`src/hw/rtl/generational_slot_pool_with_claims_assert.svh`:
```
// ----------------------------------------------------------------------------
// Slot pool assertion macros
// Concurrent assertion wrappers, compiled out for synthesis.
// ----------------------------------------------------------------------------
`ifndef GENERATIONAL_SLOT_POOL_WITH_CLAIMS_ASSERT_SVH
`define GENERATIONAL_SLOT_POOL_WITH_CLAIMS_ASSERT_SVH
`ifndef SYNTHESIS
`define GSP_ASSERT(lbl, clk, rst_n, prop, msg) \
    lbl: assert property (@(posedge clk) disable iff (!rst_n) prop) else $error(msg);
`define GSP_ASSERT_ALWAYS(lbl, clk, prop, msg) \
    lbl: assert property (@(posedge clk) prop) else $error(msg);
`else
`define GSP_ASSERT(lbl, clk, rst_n, prop, msg)
`define GSP_ASSERT_ALWAYS(lbl, clk, prop, msg)
`endif
`endif

```
`src/hw/rtl/gspool_pkg.sv`:
```
// ----------------------------------------------------------------------------
// Slot pool package
// Word types, operation and status codes, scan chunk constants.
// ----------------------------------------------------------------------------
package gspool_pkg;

    localparam int CHUNK   = 16;
    localparam int CHUNK_W = 4;

    typedef enum logic [1:0] {
        OP_EMIT    = 2'd0,
        OP_CLAIM   = 2'd1,
        OP_RELEASE = 2'd2,
        OP_TICK    = 2'd3
    } t_op;

    typedef enum logic [2:0] {
        ST_OK          = 3'd0,
        ST_FULL        = 3'd1,
        ST_STALE       = 3'd2,
        ST_TAKEN       = 3'd3,
        ST_UNCLAIMED   = 3'd4,
        ST_WRONG_OWNER = 3'd5
    } t_status;

    typedef struct packed {
        t_op         operation;
        logic [5:0]  slot_index;
        logic [31:0] handle_generation;
        logic [31:0] owner_id;
        logic [23:0] lifetime;
        logic [23:0] elapsed;
    } t_in_word;

    typedef struct packed {
        t_status     status;
        logic [5:0]  granted_slot;
        logic [31:0] granted_generation;
        logic [6:0]  live_count;
    } t_out_word;

    typedef struct packed {
        logic               hit;
        logic [CHUNK_W-1:0] pos;
    } t_find;

endpackage

```
`src/hw/rtl/gspool_find.sv`:
```
// ----------------------------------------------------------------------------
// Slot pool free finder
// Lowest free slot within one chunk of the live bitmap.
// ----------------------------------------------------------------------------
module gspool_find import gspool_pkg::*; (
    input  logic [CHUNK-1:0] i_busy,
    output t_find            o_find
);

    always_comb begin
        o_find = '0;
        for (int j = CHUNK - 1; j >= 0; j--) begin
            if (!i_busy[j]) begin
                o_find.hit = 1'b1;
                o_find.pos = CHUNK_W'(j);
            end
        end
    end

endmodule

```
`config.mk`:
```
export PLATFORM = sky130hd
export DESIGN_NAME = gspool_find
export DESIGN_NICKNAME = d
export VERILOG_FILES = /design/src/hw/rtl/generational_slot_pool_with_claims_assert.svh /design/src/hw/rtl/gspool_pkg.sv /design/src/hw/rtl/gspool_find.sv
export SDC_FILE = /design/constraint.sdc
export NUM_CORES = 1
export LEC_CHECK = 0
export ABC_AREA = 0
export BUFFER_PORTS_ARGS = -buffer_cell sky130_fd_sc_hd__buf_2
export CAP_MARGIN = 40
export CORE_AREA = 3 3 40 42
export DETAILED_ROUTE_END_ITERATION = 7
export DIE_AREA = 0 0 43 45
export PLACE_DENSITY_LB_ADDON = 0.15
export SKIP_LAST_GASP = 1
export SYNTH_ARGS = -nofsm -noshare
export SYNTH_HDL_FRONTEND = slang
export SYNTH_SLANG_ARGS = --single-unit
```
`constraint.sdc`:
```
create_clock -name vclk -period 1.2
set_clock_uncertainty 0.15 [all_clocks]
set_input_delay 0 -clock vclk [all_inputs]
set_output_delay 0 -clock vclk [all_outputs]
set_load 0.01 [all_outputs]
```
==> impl_metrics.csv <==
group,metric,value,unit
global_route,grt-ovfl-total,0,
hold_path,min_path_type,"in -> out",
clock_tree,postCtsSetupRepairBufs,0,
layout,nFillCells,147,
global_route,grt_max_degree,6,
floorplan,rows,13,
drt,wl_per_cell,9.79,um
drt,dr.pass1.iters,4,
floorplan,core-area,1280,um2
setup_path,cp_max_fo,3,
floorplan,ios,21,
power,switchingPower,0.0387,mW
yosys,ys_seq_area_frac,0,
setup_path,cpMostUsedCell,"buf_2",
timing,fmax,941,MHz
layout,clockBufferCount,0,
timing,finalCriticalPeriod,1.06,ns
placement,dp_worst_setup_slack,0.140,ns
yosys,synth-warning-count,0,
layout,design.seq.count,0,
placement,postPlaceCellArea,288,um2
drt,via_per_inst,4.39,
timing,hold_violations,0,
placement,place_congestion,0.701,
global_route,antenna_found_initial,0,
clock_tree,ctsResizeCount,0,
power,clkPwrFrac,0,
yosys,syn_nets,47,
layout,design_area,288,um2
global_route,grt_pass1_wl,1.01,mm
power,p_comb_frac,1.000,
global_route,first_global_vias,255,
floorplan,dieArea,1940,um2
layout,diodes,0,
clock_tree,postCtsHoldBufs,0,
floorplan,initial_core_util,0.128,
yosys,syn_area,164,um2
drt,wirelength,656,um
timing,rsz0062_at_grt,"false",
setup_path,slowest_stage,"a311o_1",
power,internal_power,0.0356,mW
yosys,avgSynthCellArea,5.29,um2
power,ir_drop,59.5,uV
setup_path,cp.required,1.05,ns
timing,period_share,0.886,
layout,final_common_cell,"buf_2",
timing,hold-worst-slack,0.205,ns
yosys,synth_cell_types,14,
power,total_power,0.0743,mW
drt,num_vias,294,
layout,register_area,0,um2
floorplan,fp.dieW,43,um
power,leakage,0.146,nW
placement,dpl.hpwl,588,um
timing,finalSetupViolCount,0,
layout,layout.nets,70,
setup_path,critPathArrivalTime,0.91,ns
placement,io_buffers,21,
job,cap_violations,0,
yosys,synthCells,31,
layout,mostFrequentLayoutCells,"buf_2, nand2_1",
drt,ant_nets,0,
floorplan,die_y,45,um
layout,syn2layout_area_growth,75.6,%
setup_path,startpoint_type,"input pin",
drt,drc,0,
timing,setup_tns,0,ns
drt,drt-initial-drc-count,4,
power,swShare,0.521,
run_status,outcome,"completed",
layout,layout-drive-gt1-share,0.404,
timing,setup_ws,0.137,ns
power,p_per_area,258,nW/um2
global_route,grtUsageTotal,0.0638,
timing,worst_pin_slew,0.238,ns
timing,drv_slew,0,
setup_path,slowest_delay,0.36,ns
setup_path,cp-end-kind,"primary output",
timing,slew-limit-headroom,0.840,
setup_path,path_cells,"buf_2, inv_1, o21ai_1, a311o_1, a22o_1, buf_2",
power,pwr-share-seq,0,
setup_path,crit_type,"in -> out",
## path summary, 6_finish.rpt
kind	from	end	slack, ns	cells past startpoint
worst max-delay path	i_busy[14]	o_find[0]	0.14	6
worst min-delay path	i_busy[0]	o_find[0]	0.21	3
## synthesized netlist by cell type
| master | n | area, um2 |
|---|---|---|
| and4_1 | 2 | 17.5 |
| nor3_1 | 2 | 10.0 |
| nor2b_1 | 1 | 6.26 |
| o21ai_0 | 3 | 15.0 |
| a31oi_1 | 1 | 6.26 |
| nor2_1 | 3 | 11.3 |
| inv_1 | 3 | 11.3 |
| a22o_1 | 1 | 8.76 |
| o21ai_1 | 1 | 5.00 |
| a21oi_1 | 2 | 10.0 |
| nand4_1 | 3 | 18.8 |
| nand3_1 | 3 | 15.0 |
| nand2_1 | 5 | 18.8 |
| a311o_1 | 1 | 10.0 |
## area by class of cell
cell class	instances	area, um2	area share
multi-input combinational	28	153	0.530
inverter	3	11.3	0.0391
timing repair buffer	21	105	0.365
tap	15	18.8	0.0652
## metrics by stage
step / instances / util
after detailed placement: 67 / 0.224
after global placement: 67 / 0.224
after CTS: 67 / 0.224
after global routing: 67 / 0.224
final: 67 / 0.224
after floorplan: 31 / -
## power groups by stage
stage	clock network (mW)	registers (mW)	logic [mW]
after global placement	0	0	0.0751
final	0	0	0.0743
after floorplan	0	0	0.0267
after global routing	0	0	0.0841
after CTS	0	0	0.0750
after detailed placement	0	0	0.0746
## per-layer routing
metal / vias up / share of wire / routed length (um) / GRT usage
met2: 12 / 0.43 / 282 / 0.117
met1: 122 / 0.48 / 313 / 0.0857
met4: 0 / 0 / 0 / 0
li1: 160 / - / - / -
met5: - / 0 / 0 / 0
met3: 0 / 0.090 / 59 / 0.00797
## worst max-delay path, delay by kind of cell
kind,cells,cell delay (ns)
compound gates,3,0.62
buf+inv,3,0.29
## kinds of logic after synthesis
| logic type | Yosys count | share of synthesized area |
|---|---|---|
| and+or+nand+nor | 19 | 0.595 |
| AOI/OAI and AO/OA | 9 | 0.336 |
| buffers and inverters | 3 | 0.0687 |
Note: power is estimated with default switching activity, not from simulation.
